## src/design/dthist_pkg.sv

```systemverilog
// dthist_pkg: shared constants, types and command/status structs for the
// dwell-time histogram unit. No dependencies.

package dthist_pkg;

    // bin index width and count
    localparam int LEVEL_BITS = 8;
    localparam int BIN_COUNT  = 1 << LEVEL_BITS;

    // field widths
    localparam int LEVEL_W = 8;
    localparam int STAMP_W = 48;
    localparam int SECS_W  = 39;

    // conversion of ms to whole seconds: q = (ms * RECIP) >> RECIP_SHIFT
    localparam int MS_PER_S    = 1000;
    localparam int RECIP_SHIFT = 58;
    localparam int RECIP_W     = 49;
    localparam int PART_W      = 24;
    localparam int PROD_W      = STAMP_W + RECIP_W;
    localparam logic [RECIP_W-1:0] RECIP =
        RECIP_W'(((64'd1 << RECIP_SHIFT) + 64'(MS_PER_S - 1)) / 64'(MS_PER_S));

    // largest value a read can report
    localparam logic [SECS_W-1:0] SECS_MAX = SECS_W'(((64'd1 << STAMP_W) - 64'd1) / MS_PER_S);

    typedef logic [LEVEL_BITS-1:0] bin_t;
    typedef logic [STAMP_W-1:0]    stamp_t;
    typedef logic [SECS_W-1:0]     secs_t;

    // operation codes carried in the low bits of tuser
    typedef enum logic [1:0] {
        OP_SAMPLE     = 2'd0,
        OP_READ       = 2'd1,
        OP_READ_CLEAR = 2'd2
    } op_t;

    typedef enum logic [2:0] {
        ST_IDLE,
        ST_FETCH,
        ST_UPDATE,
        ST_DIV_LOAD,
        ST_DIVIDE,
        ST_EMIT
    } state_t;

    // controller to datapath
    typedef struct packed {
        logic load;
        logic fetch;
        logic update;
        logic div_start;
        logic emit;
    } ctrl_cmd_t;

    // datapath to controller
    typedef struct packed {
        op_t  op;
        logic div_done;
        logic out_full;
    } dp_status_t;

endpackage

```

## src/design/dthist_ctrl.sv

```systemverilog
// dthist_ctrl: sequencing state machine of the histogram unit.
// Depends on dthist_pkg.

module dthist_ctrl (
    input  logic                   clk,
    input  logic                   rst_n,
    input  logic                   s_tvalid,
    output logic                   s_tready,
    input  dthist_pkg::dp_status_t status,
    output dthist_pkg::ctrl_cmd_t  cmd
);
    import dthist_pkg::*;

    state_t state_reg, state_next;

    // state register
    always_ff @(posedge clk or negedge rst_n)
    begin
        if (!rst_n)
        begin
            state_reg <= ST_IDLE;
        end
        else
        begin
            state_reg <= state_next;
        end
    end

    // next state
    always_comb
    begin
        state_next = state_reg;
        unique case (state_reg)
            ST_IDLE:
            begin
                if (s_tvalid)
                begin
                    state_next = ST_FETCH;
                end
            end
            ST_FETCH:
            begin
                case (status.op) inside
                    OP_SAMPLE:                state_next = ST_UPDATE;
                    OP_READ, OP_READ_CLEAR:   state_next = ST_DIV_LOAD;
                    default:                  state_next = ST_IDLE;
                endcase
            end
            ST_UPDATE:   state_next = ST_IDLE;
            ST_DIV_LOAD: state_next = ST_DIVIDE;
            ST_DIVIDE:
            begin
                if (status.div_done)
                begin
                    state_next = ST_EMIT;
                end
            end
            ST_EMIT:
            begin
                if (!status.out_full)
                begin
                    state_next = ST_IDLE;
                end
            end
            default:     state_next = ST_IDLE;
        endcase
    end

    // command outputs
    always_comb
    begin
        cmd      = '0;
        s_tready = 1'b0;
        unique case (state_reg)
            ST_IDLE:
            begin
                s_tready = 1'b1;
                cmd.load = s_tvalid;
            end
            ST_FETCH:    cmd.fetch     = 1'b1;
            ST_UPDATE:   cmd.update    = 1'b1;
            ST_DIV_LOAD: cmd.div_start = 1'b1;
            ST_DIVIDE:   cmd           = '0;
            ST_EMIT:     cmd.emit      = !status.out_full;
            default:     cmd           = '0;
        endcase
    end

endmodule

```

## config.mk

```make
export PLATFORM = sky130hd
export DESIGN_NAME = dthist_ctrl
export DESIGN_NICKNAME = d
export VERILOG_FILES = /design/src/design/dthist_pkg.sv /design/src/design/dthist_ctrl.sv
export SDC_FILE = /design/constraint.sdc
export NUM_CORES = 1
export LEC_CHECK = 0
export ABC_AREA = 0
export BUFFER_PORTS_ARGS = -buffer_cell sky130_fd_sc_hd__buf_4
export CAP_MARGIN = 40
export CORE_AREA = 2 2 39 41
export CTS_CLUSTER_DIAMETER = 40
export CTS_CLUSTER_SIZE = 28
export DETAILED_ROUTE_END_ITERATION = 10
export DIE_AREA = 0 0 41 43
export HOLD_SLACK_MARGIN = 0.08
export PLACE_DENSITY_LB_ADDON = 0.25
export SETUP_SLACK_MARGIN = 0.4
export SKIP_CTS_REPAIR_TIMING = 1
export SYNTH_ARGS = -nofsm -noshare
export SYNTH_HDL_FRONTEND = slang
export SYNTH_SLANG_ARGS = --single-unit
```

## constraint.sdc

```tcl
create_clock -name clk -period 1.7 [get_ports clk]
set_clock_uncertainty 0.15 [all_clocks]
set_input_delay 0.34 -clock clk [delete_from_list [all_inputs] [get_ports clk]]
set_output_delay 0.34 -clock clk [all_outputs]
set_load 0.01 [all_outputs]
```

# Word-level counts from Yosys, hierarchy flattened

Index checks and enable logic that the tools add are counted.

Register bits after elaboration: 3
Output and inout bits: 6
Word-level logic and storage cells: 28

Equality and inequality tests: 10
Mux-type cells: 12
Reduce and logical (&&, ||, !) cells: 5

Operator list:

| cell                                                                   | count |
|---|---|
| 3-bit one-hot mux with 5 select lines                                  | 1 |
| 3-bit 2-to-1 mux                                                       | 3 |
| 3-bit by 2-bit equality test with 1-bit output (second input constant) | 2 |
| 3-bit equality test (second input constant)                            | 2 |
| 1-bit 2-to-1 mux                                                       | 6 |
| 2-bit != test (second input constant)                                  | 3 |
| 2-bit 2-to-1 mux                                                       | 2 |
| 3-bit by 1-bit equality test with 1-bit output (second input constant) | 1 |
| 3-bit zero test                                                        | 1 |
| 3-bit AND reduction                                                    | 1 |
| 2-bit by 1-bit equality test with 1-bit output (second input constant) | 1 |
| 2-bit equality test (second input constant)                            | 1 |
| 2-bit zero test                                                        | 1 |
| 2-bit OR reduction                                                     | 1 |
| 1-bit zero test                                                        | 1 |

# Depth between registers and ports, before layout

Gate-level depths: netlist (run 1).

Word-level depth: 5
Mapped depth: 3
Mapped depth without buffers: 3

# Worst setup path before layout (run 1)

No wires, ideal clock.

Kind: reg2out
Start point: register state_reg[2]
End point: output cmd[4] (netlist name)
Arrival time: 1.017 ns
Slack: 0.193 ns
Cell stages (with the launch flop): 3
Path through: dfrtp_1 nor3_1 and2_1

RTL lines:

| what                   | line              | RTL |
|---|---|---|
| from (decl)            | dthist_ctrl.sv:14 | `state_t state_reg, state_next;` |
| from (signal assigned) | dthist_ctrl.sv:25 | `state_reg <= state_next;` |
| to (decl)              | dthist_ctrl.sv:10 | `output dthist_pkg::ctrl_cmd_t cmd` |

==> results.sh, run 1 <==
export IMPL_firstDrtPassIters=1
export IMPL_htreeDepth=1
export IMPL_synth_area_mux_share_pct=11.8
export IMPL_die_width_um=41
export IMPL_antenna_found_initial=0
export IMPL_io_buffer_count=12
export IMPL_hold_viol_final=0
export IMPL_power_uw=667
export IMPL_synth_nets=25
export IMPL_p_comb_share_pct=52.6
export IMPL_grt_pass1_vias=228
export IMPL_pin_count=13
export IMPL_dr_first_iter_drc_count=0
export IMPL_grt_max_degree=8
export IMPL_fill_cells=158
export IMPL_dieHeight_um=43
export IMPL_start_kind="flip-flop"
export IMPL_slew_headroom_pct=86.0
export IMPL_fin_ws_ns=0.0733
export IMPL_period_needed_ns=1.63
export IMPL_synth_simple_gate_area_share_pct=38.8
export IMPL_row_count=14
export IMPL_hold_class="primary input to flip-flop"
export IMPL_yosys_area_share_xor_xnor_pct=0
export IMPL_core_area_mm2=0.00138
export IMPL_status="completed"
export IMPL_wl_per_cell_um=10.2
export IMPL_syn_area_per_cell_um2=11.2
export IMPL_ctsRootBufferMaster="clkbuf_4"
export IMPL_hold_slack_ns=0.216
export IMPL_power_per_cell_area_mw_per_mm2=1620
export IMPL_dp_cells=45
export IMPL_fin_tns_setup_ns=0
export IMPL_num_vias=211
export IMPL_arrival_ns=1.14
export IMPL_fin_nets=46
export IMPL_power_leakage_uw=0.000185
export IMPL_cts_tree="yes"
export IMPL_finalSetupViolations=0
export IMPL_cts_buffer_depth=2
export IMPL_start_util_pct=13.7
export IMPL_stdcell_count=53
export IMPL_area_growth_pct=116
export IMPL_seqPwrFrac_pct=27.7
export IMPL_die_area_mm2=0.00176
export IMPL_yosys_warnings=0
export IMPL_vias_per_cell=3.98
export IMPL_multi_input_area_um2=164
export IMPL_worstPathRequired_ns=1.21
export IMPL_diodes=0
export IMPL_clock_fmax_mhz=615
export IMPL_final_max_slew_viol_count=0
export IMPL_critPathMaxFanout=5
export IMPL_synth_seq_cells=3
export IMPL_max_cap_viol_count=0
export IMPL_fin_crit_sh_pct=95.7
export IMPL_drc=0
export IMPL_worstSetupPathType="flip-flop to primary output"
export IMPL_synth_seq_area_share_pct=39.5
export IMPL_clkSinkCount=3
export IMPL_synth_top_family_by_area="simple AND/OR/NAND/NOR gates"
export IMPL_grt_usage_pct=10.1
export IMPL_layout_drive_gt1_share_pct=81.1
export IMPL_synthAdderAreaFrac_pct=6.58
export IMPL_ir_worst_vdd_mv=0.361
export IMPL_worstMarginPinSlew_ns=0.209
export IMPL_dp_slack_ns=0.166
export IMPL_cts_buffers_inserted=3
export IMPL_synth_compound_area_share_pct=3.29
export IMPL_dp_hpwl_um=378
export IMPL_grt_overflow=0
export IMPL_clk_pin_slew_ns=0.03
export IMPL_intPower_uw=432
export IMPL_p_clk_share_pct=19.7
export IMPL_globalplace_congestion=0.592
export IMPL_clk_latency_ns=0.24
export IMPL_regArea_um2=78.8
export IMPL_synthDistinctLibCells=12
export IMPL_endpoint_kind="primary output"
export IMPL_switchingPower_uw=235
export IMPL_grt_first_pass_wirelength_mm=1.04
export IMPL_grt_setup_unrepaired="true"
export IMPL_synth_cells=17
export IMPL_wirelength_um=541
export IMPL_syn_area_um2=190
export IMPL_largest_reg_flops=3
export IMPL_antenna_left=0
export IMPL_sw_frac_of_total_pct=35.2
layout by cell type (no fill, tap or decap), drive strengths merged:
master and count:
nor2b 3, nor3b 3, dlygate4sd3 1, nor3 1, nor2 1, mux4 1
nand2 1, and2 1, ha 1, clkbuf 4, buf 15, dfrtp 3
o22ai 1, nand2b 1
layout make-up:
cell class	instances	area share, %
timing repair buffer	16	29.8
multi-input combinational	14	39.8
clock buffer	4	6.38
tap	16	4.86
sequential	3	19.1
critical path, cell delays in order, from the launching register on:
cell	delay [ns]
dfrtp_2	0.44
nor3_4	0.20
and2_4	0.15
buf_4	0.10
per-stage QoR:
stage,util [%],cell area (um^2)
5_1_grt,29.7,412
6_report,29.7,412
2_1_floorplan,-,223
3_5_place_dp,24.1,333
3_3_place_gp,24.1,333
4_1_cts,25.9,359
power groups by stage:
stage	Combinational [uW]	Sequential, uW	Clock, uW
finish	351	185	131
CTS	286	182	138
floorplan	174	165	0
global placement	286	178	0
global route	386	196	144
detailed placement	286	180	0
cell usage after synthesis:
| library cell | number | share of area, % |
|---|---|---|
| and2_1 | 1 | 3.3 |
| dfrtp_1 | 3 | 39 |
| ha_1 | 1 | 6.6 |
| mux4_2 | 1 | 12 |
| nand2_1 | 1 | 2.0 |
| nand2b_1 | 1 | 3.3 |
| nor2_1 | 1 | 2.0 |
| nor2b_1 | 2 | 6.6 |
| nor2b_4 | 1 | 7.2 |
| nor3_1 | 1 | 2.6 |
| nor3b_1 | 3 | 12 |
| o22ai_1 | 1 | 3.3 |
metal layers:
metal	vias up	track usage (%)	share of wire (%)
met2	9	13.8	56
met3	3	3.14	5.0
met5	-	0	0
met4	0	14.0	5.5
met1	98	9.45	33
li1	101	-	-
cells by family (layout without fill, tap and decap cells):
family                     count (synthesis)  after routing
AOI/OAI and AO/OA                          1              1
adders and majority gates                  1              1
buffers and inverters                      0             20
DFF                                        3              3
muxes                                      1              1
and+or+nand+nor                           11             11
worst paths after layout:
kind / start / cells after the start / endpoint / slack (ns)
min reg2reg: state_reg[1] / 2 / state_reg[0] / 0.48
max reg2reg: state_reg[2] / 3 / state_reg[0] / 0.21
max: state_reg[1] / 3 / cmd[4] / 0.07
max in group asynchronous: rst_n / 2 / state_reg[1] / 1.02
min: status[3] / 3 / state_reg[1] / 0.22
min in group asynchronous: rst_n / 2 / state_reg[0] / 0.27
Power figures use the tool's default switching activity.
==> inputs of run 2 (changes only) <==
Clock period 1.7 ns to 1.5 ns, I/O delays scaled along.
==> run 2 against run 1 <==
The run now ends with negative setup slack left. Count of clock-buffer cells in the layout stayed put. Largest cell class unchanged. Final cell count stayed put. Critical path depth stayed put. Worst setup slack worse by 0.18 ns. Critical path type unchanged.
==> results.sh, run 2 (synthesis gave the netlist of run 1 again) <==
export IMPL_fill_cells=158
export IMPL_worstMarginPinSlew_ns=0.203
export IMPL_final_common_cell="buf_4"
export IMPL_grt_max_degree=8
export IMPL_ir_worst_vdd_mv=0.382
export IMPL_clk_pin_slew_ns=0.04
export IMPL_stdcell_area_um2=425
export IMPL_layout_drive_gt1_share_pct=83.8
export IMPL_diodes=0
export IMPL_slew_headroom_pct=86.5
export IMPL_fin_crit_sh_pct=107
export IMPL_min_to="state_reg[1]"
export IMPL_clk_latency_ns=0.23
export IMPL_final_max_slew_viol_count=0
export IMPL_holdPathStages=3
export IMPL_power_per_cell_area_mw_per_mm2=1880
export IMPL_hold_viol_final=0
export IMPL_critPathMaxFanout=6
export IMPL_cts_buffer_depth=2
export IMPL_antenna_found_initial=0
export IMPL_arrival_ns=1.16
export IMPL_status="finished, violations left"
export IMPL_r2r_end="state_reg[0]"
export IMPL_place_area_um2=339
export IMPL_core_area_mm2=0.00138
export IMPL_finalSetupViolations=4
export IMPL_start_util_pct=13.7
export IMPL_htreeDepth=1
export IMPL_io_buffer_count=12
export IMPL_r2r_slack_ns=0.01
export IMPL_die_area_mm2=0.00176
export IMPL_dieHeight_um=43
export IMPL_dp_cells=45
export IMPL_stdcell_count=53
export IMPL_dr_first_iter_drc_count=2
export IMPL_vias_per_cell=4.02
export IMPL_violations="negative setup slack"
export IMPL_grt_pass1_vias=190
export IMPL_max_cap_viol_count=0
export IMPL_fin_nets=46
export IMPL_hold_class="primary input to flip-flop"
export IMPL_worstSetupPathType="flip-flop to primary output"
export IMPL_globalplace_congestion=0.628
export IMPL_endpoint_kind="primary output"
export IMPL_cts_tree="yes"
export IMPL_largest_reg_flops=3
export IMPL_regArea_um2=78.8
export IMPL_worstPathRequired_ns=1.05
export IMPL_hold_start="status[3]"
export IMPL_drc=0
export IMPL_fin_ws_ns=-0.110
export IMPL_cts_buffers_inserted=3
export IMPL_firstDrtPassIters=3
export IMPL_num_vias=213
export IMPL_power_leakage_uw=0.000186
export IMPL_grt_overflow=0
export IMPL_period_needed_ns=1.61
export IMPL_multi_input_area_um2=166
export IMPL_layout_common_cells="12 x buf_4, 3 x nor3b_2, 3 x clkbuf_4, 3 x buf_6, 3 x dfrtp_2"
export IMPL_start_kind="flip-flop"
export IMPL_row_count=14
export IMPL_pin_count=13
export IMPL_wl_per_cell_um=10.0
export IMPL_r2r_start="state_reg[2]"
export IMPL_grt_first_pass_wirelength_um=807
export IMPL_clkSinkCount=3
export IMPL_r2r_cells=3
export IMPL_ctsRootBufferMaster="clkbuf_4"
export IMPL_wirelength_um=532
export IMPL_grt_setup_unrepaired="true"
export IMPL_antenna_left=0
export IMPL_area_growth_pct=124
export IMPL_grt_usage_pct=7.65
export IMPL_clock_fmax_mhz=621
export IMPL_die_width_um=41
[run 2: critical path: stages (launching register included)]
cell,delay (ns)
dfrtp_2,0.46
nor3_4,0.21
and2_4,0.16
buf_6,0.09
[run 2: power by group]
group / switching (uW) / internal [uW]
clock network: 44.4 / 99.9
registers: 92.4 / 124
logic: 138 / 303
[run 2: worst max-delay path by stage]
stage	end	depth (start not counted)	startpoint
detailed placement	state_reg[0]	4	status[2]
global placement	state_reg[0]	4	status[2]
finish	cmd[4]	3	state_reg[1]
CTS	cmd[0]	3	state_reg[1]
global route	cmd[4]	3	state_reg[1]
floorplan	state_reg[0]	3	status[2]
[run 2: final cells by class]
cell class | count | area share, %
clock buffers | 4 | 6.18
multi-input cells | 14 | 39.1
flip-flops and latches | 3 | 18.5
well taps | 16 | 4.71
repair buffers | 16 | 31.5
[run 2: metrics by stage]
step | setup TNS, ns | util [%] | setup slack, ns | hold slack [ns] | power [uW]
floorplan | 0 | - | 0.160 | -0.146 | 393
global placement | 0 | 24.5 | 0.00614 | -0.0618 | 534
finish | -0.306 | 30.7 | -0.110 | 0.180 | 802
CTS | -0.432 | 26.4 | -0.153 | -0.315 | 689
detailed placement | -0.00639 | 24.5 | -0.00639 | -0.0610 | 537
global route | -0.669 | 30.7 | -0.172 | 0.171 | 870
[run 2: routing by layer]
metal	share of wire, %	wire length, um	up-vias	GRT usage, %
li1	-	-	101	-
met1	32	169	102	8.12
met2	58	310	8	9.38
met3	6.4	34	2	1.57
met4	3.6	19	0	12.0
met5	0	0	-	0
==> inputs of run 3 (changes only) <==
Settings changed: REMOVE_ABC_BUFFERS set to 1.
==> run 3 against run 2 <==
The run still ends with negative setup slack left. Non-clock buffer count is the same. Maximum frequency grew 1.7%. Final cell count is the same. First-iteration DRC count shrank 50%. Sequential share of layout area grew 1.1 points. Clock power grew 3%. Register-to-register slack gained 0.02 ns. Critical path depth is the same. Total power shrank 3.5%. Routed wire length shrank 7.5%. Critical endpoint is now cmd[0]. Largest power group unchanged.
==> results.sh, run 3 (synthesis gave the netlist of run 1 again) <==
export IMPL_final_max_slew_viol_count=0
export IMPL_start_util_pct=13.7
export IMPL_period_needed_ns=1.58
export IMPL_fin_nets=46
export IMPL_die_area_mm2=0.00176
export IMPL_fin_ws_ns=-0.0833
export IMPL_area_growth_pct=111
export IMPL_cts_buffer_depth=2
export IMPL_violations="negative setup slack"
export IMPL_r2r_cells=3
export IMPL_firstDrtPassIters=2
export IMPL_start_kind="flip-flop"
export IMPL_clk_latency_ns=0.24
export IMPL_grt_pass1_vias=180
export IMPL_stdcell_count=53
export IMPL_cts_tree="yes"
export IMPL_worstSetupPathType="flip-flop to primary output"
export IMPL_grt_overflow=0
export IMPL_holdPathStages=3
export IMPL_r2r_start="state_reg[2]"
export IMPL_grt_setup_unrepaired="true"
export IMPL_slew_headroom_pct=86.0
export IMPL_row_count=14
export IMPL_dp_hpwl_um=341
export IMPL_io_buffer_count=12
export IMPL_dp_slack_ns=-0.0510
export IMPL_hold_viol_final=0
export IMPL_globalplace_congestion=0.658
export IMPL_clock_fmax_mhz=632
export IMPL_wl_per_cell_um=9.28
export IMPL_power_per_cell_area_mw_per_mm2=1930
export IMPL_worstPathRequired_ns=1.05
export IMPL_pin_count=13
export IMPL_power_leakage_uw=0.000184
export IMPL_num_vias=206
export IMPL_fin_tns_setup_ns=-0.270
export IMPL_r2r_slack_ns=0.03
export IMPL_largest_reg_flops=3
export IMPL_final_common_cell="buf_4"
export IMPL_layout_drive_gt1_share_pct=75.7
export IMPL_hold_class="primary input to flip-flop"
export IMPL_dr_first_iter_drc_count=1
export IMPL_dieHeight_um=43
export IMPL_critPathMaxFanout=6
export IMPL_vias_per_cell=3.89
export IMPL_status="finished, violations left"
export IMPL_antenna_found_initial=0
export IMPL_min_to="state_reg[1]"
export IMPL_arrival_ns=1.13
export IMPL_antenna_left=0
export IMPL_grt_usage_pct=6.97
export IMPL_finalSetupViolations=5
export IMPL_place_area_um2=300
export IMPL_grt_first_pass_wirelength_um=710
export IMPL_fin_crit_sh_pct=106
export IMPL_grt_max_degree=8
export IMPL_stdcell_area_um2=402
export IMPL_die_width_um=41
export IMPL_htreeDepth=1
export IMPL_worstMarginPinSlew_ns=0.210
export IMPL_ir_worst_vdd_mv=0.498
export IMPL_core_area_mm2=0.00138
export IMPL_max_cap_viol_count=0
export IMPL_cts_buffers_inserted=3
export IMPL_dp_cells=45
export IMPL_power_uw=774
export IMPL_endpoint_kind="primary output"
export IMPL_ctsRootBufferMaster="clkbuf_4"
export IMPL_layout_common_cells="13 x buf_4, 3 x clkbuf_4, 3 x dfrtp_2"
export IMPL_clkSinkCount=3
export IMPL_fill_cells=158
export IMPL_clk_pin_slew_ns=0.04
export IMPL_hold_start="status[3]"
export IMPL_wirelength_um=492
export IMPL_drc=0
export IMPL_diodes=0
export IMPL_r2r_end="state_reg[0]"
[run 3: cell types whose count changed in the layout (fill, tap and decap cells not counted)]
cell,before,now
and2_4,1,0
and2_1,0,1
nor2_1,0,1
nor2b_1,2,1
nor3b_1,0,1
buf_6,3,2
nor2_2,1,0
ha_1,0,1
ha_4,1,0
nor2b_2,0,1
buf_4,12,13
nor3b_2,3,2
[run 3: layer usage]
metal  up-vias  global-route usage, %  routed length (um)
met2         8                   8.44                 252
met1        93                   6.89                 201
met4         0                   10.0                  17
met5         -                      0                   0
met3         2                   3.14                  21
li1        103                      -                   -
[run 3: how the worst max path moves through the flow]
stage | endpoint | cells past startpoint | slack [ns] | start
5_1_grt | cmd[4] | 3 | -0.14 | state_reg[1]
4_1_cts | cmd[4] | 3 | -0.18 | state_reg[2]
6_report | cmd[0] | 3 | -0.08 | state_reg[1]
3_5_place_dp | state_reg[0] | 4 | -0.05 | status[2]
2_1_floorplan | cmd[4] | 2 | 0.03 | state_reg[2]
3_3_place_gp | state_reg[0] | 4 | -0.05 | status[2]
[run 3: layout make-up]
type	instances	area, um^2	area share [%]
clock buffers	4	26.3	6.54
flip-flops and latches	3	78.8	19.6
repair buffers	16	130	32.4
multi-input cells	14	146	36.4
well taps	16	20.0	4.98
[run 3: through the flow]
step           util [%]  hold slack, ns
2_1_floorplan         -          -0.146
3_3_place_gp       21.7         -0.0591
3_5_place_dp       21.7         -0.0607
4_1_cts            23.6          -0.316
5_1_grt            29.0           0.213
6_report           29.0           0.203
[run 3: critical path, stage by stage (launching register included)]
cell and delay (ns):
dfrtp_2 0.45, nand2b_4 0.16, nor3b_2 0.15, buf_4 0.14
[run 3: power breakdown]
part / leakage (uW) / internal, uW / switching (uW)
Combinational: 0.000134 / 285 / 130
Sequential: 0.0000346 / 124 / 86.3
Clock: 0.0000150 / 100 / 49.1
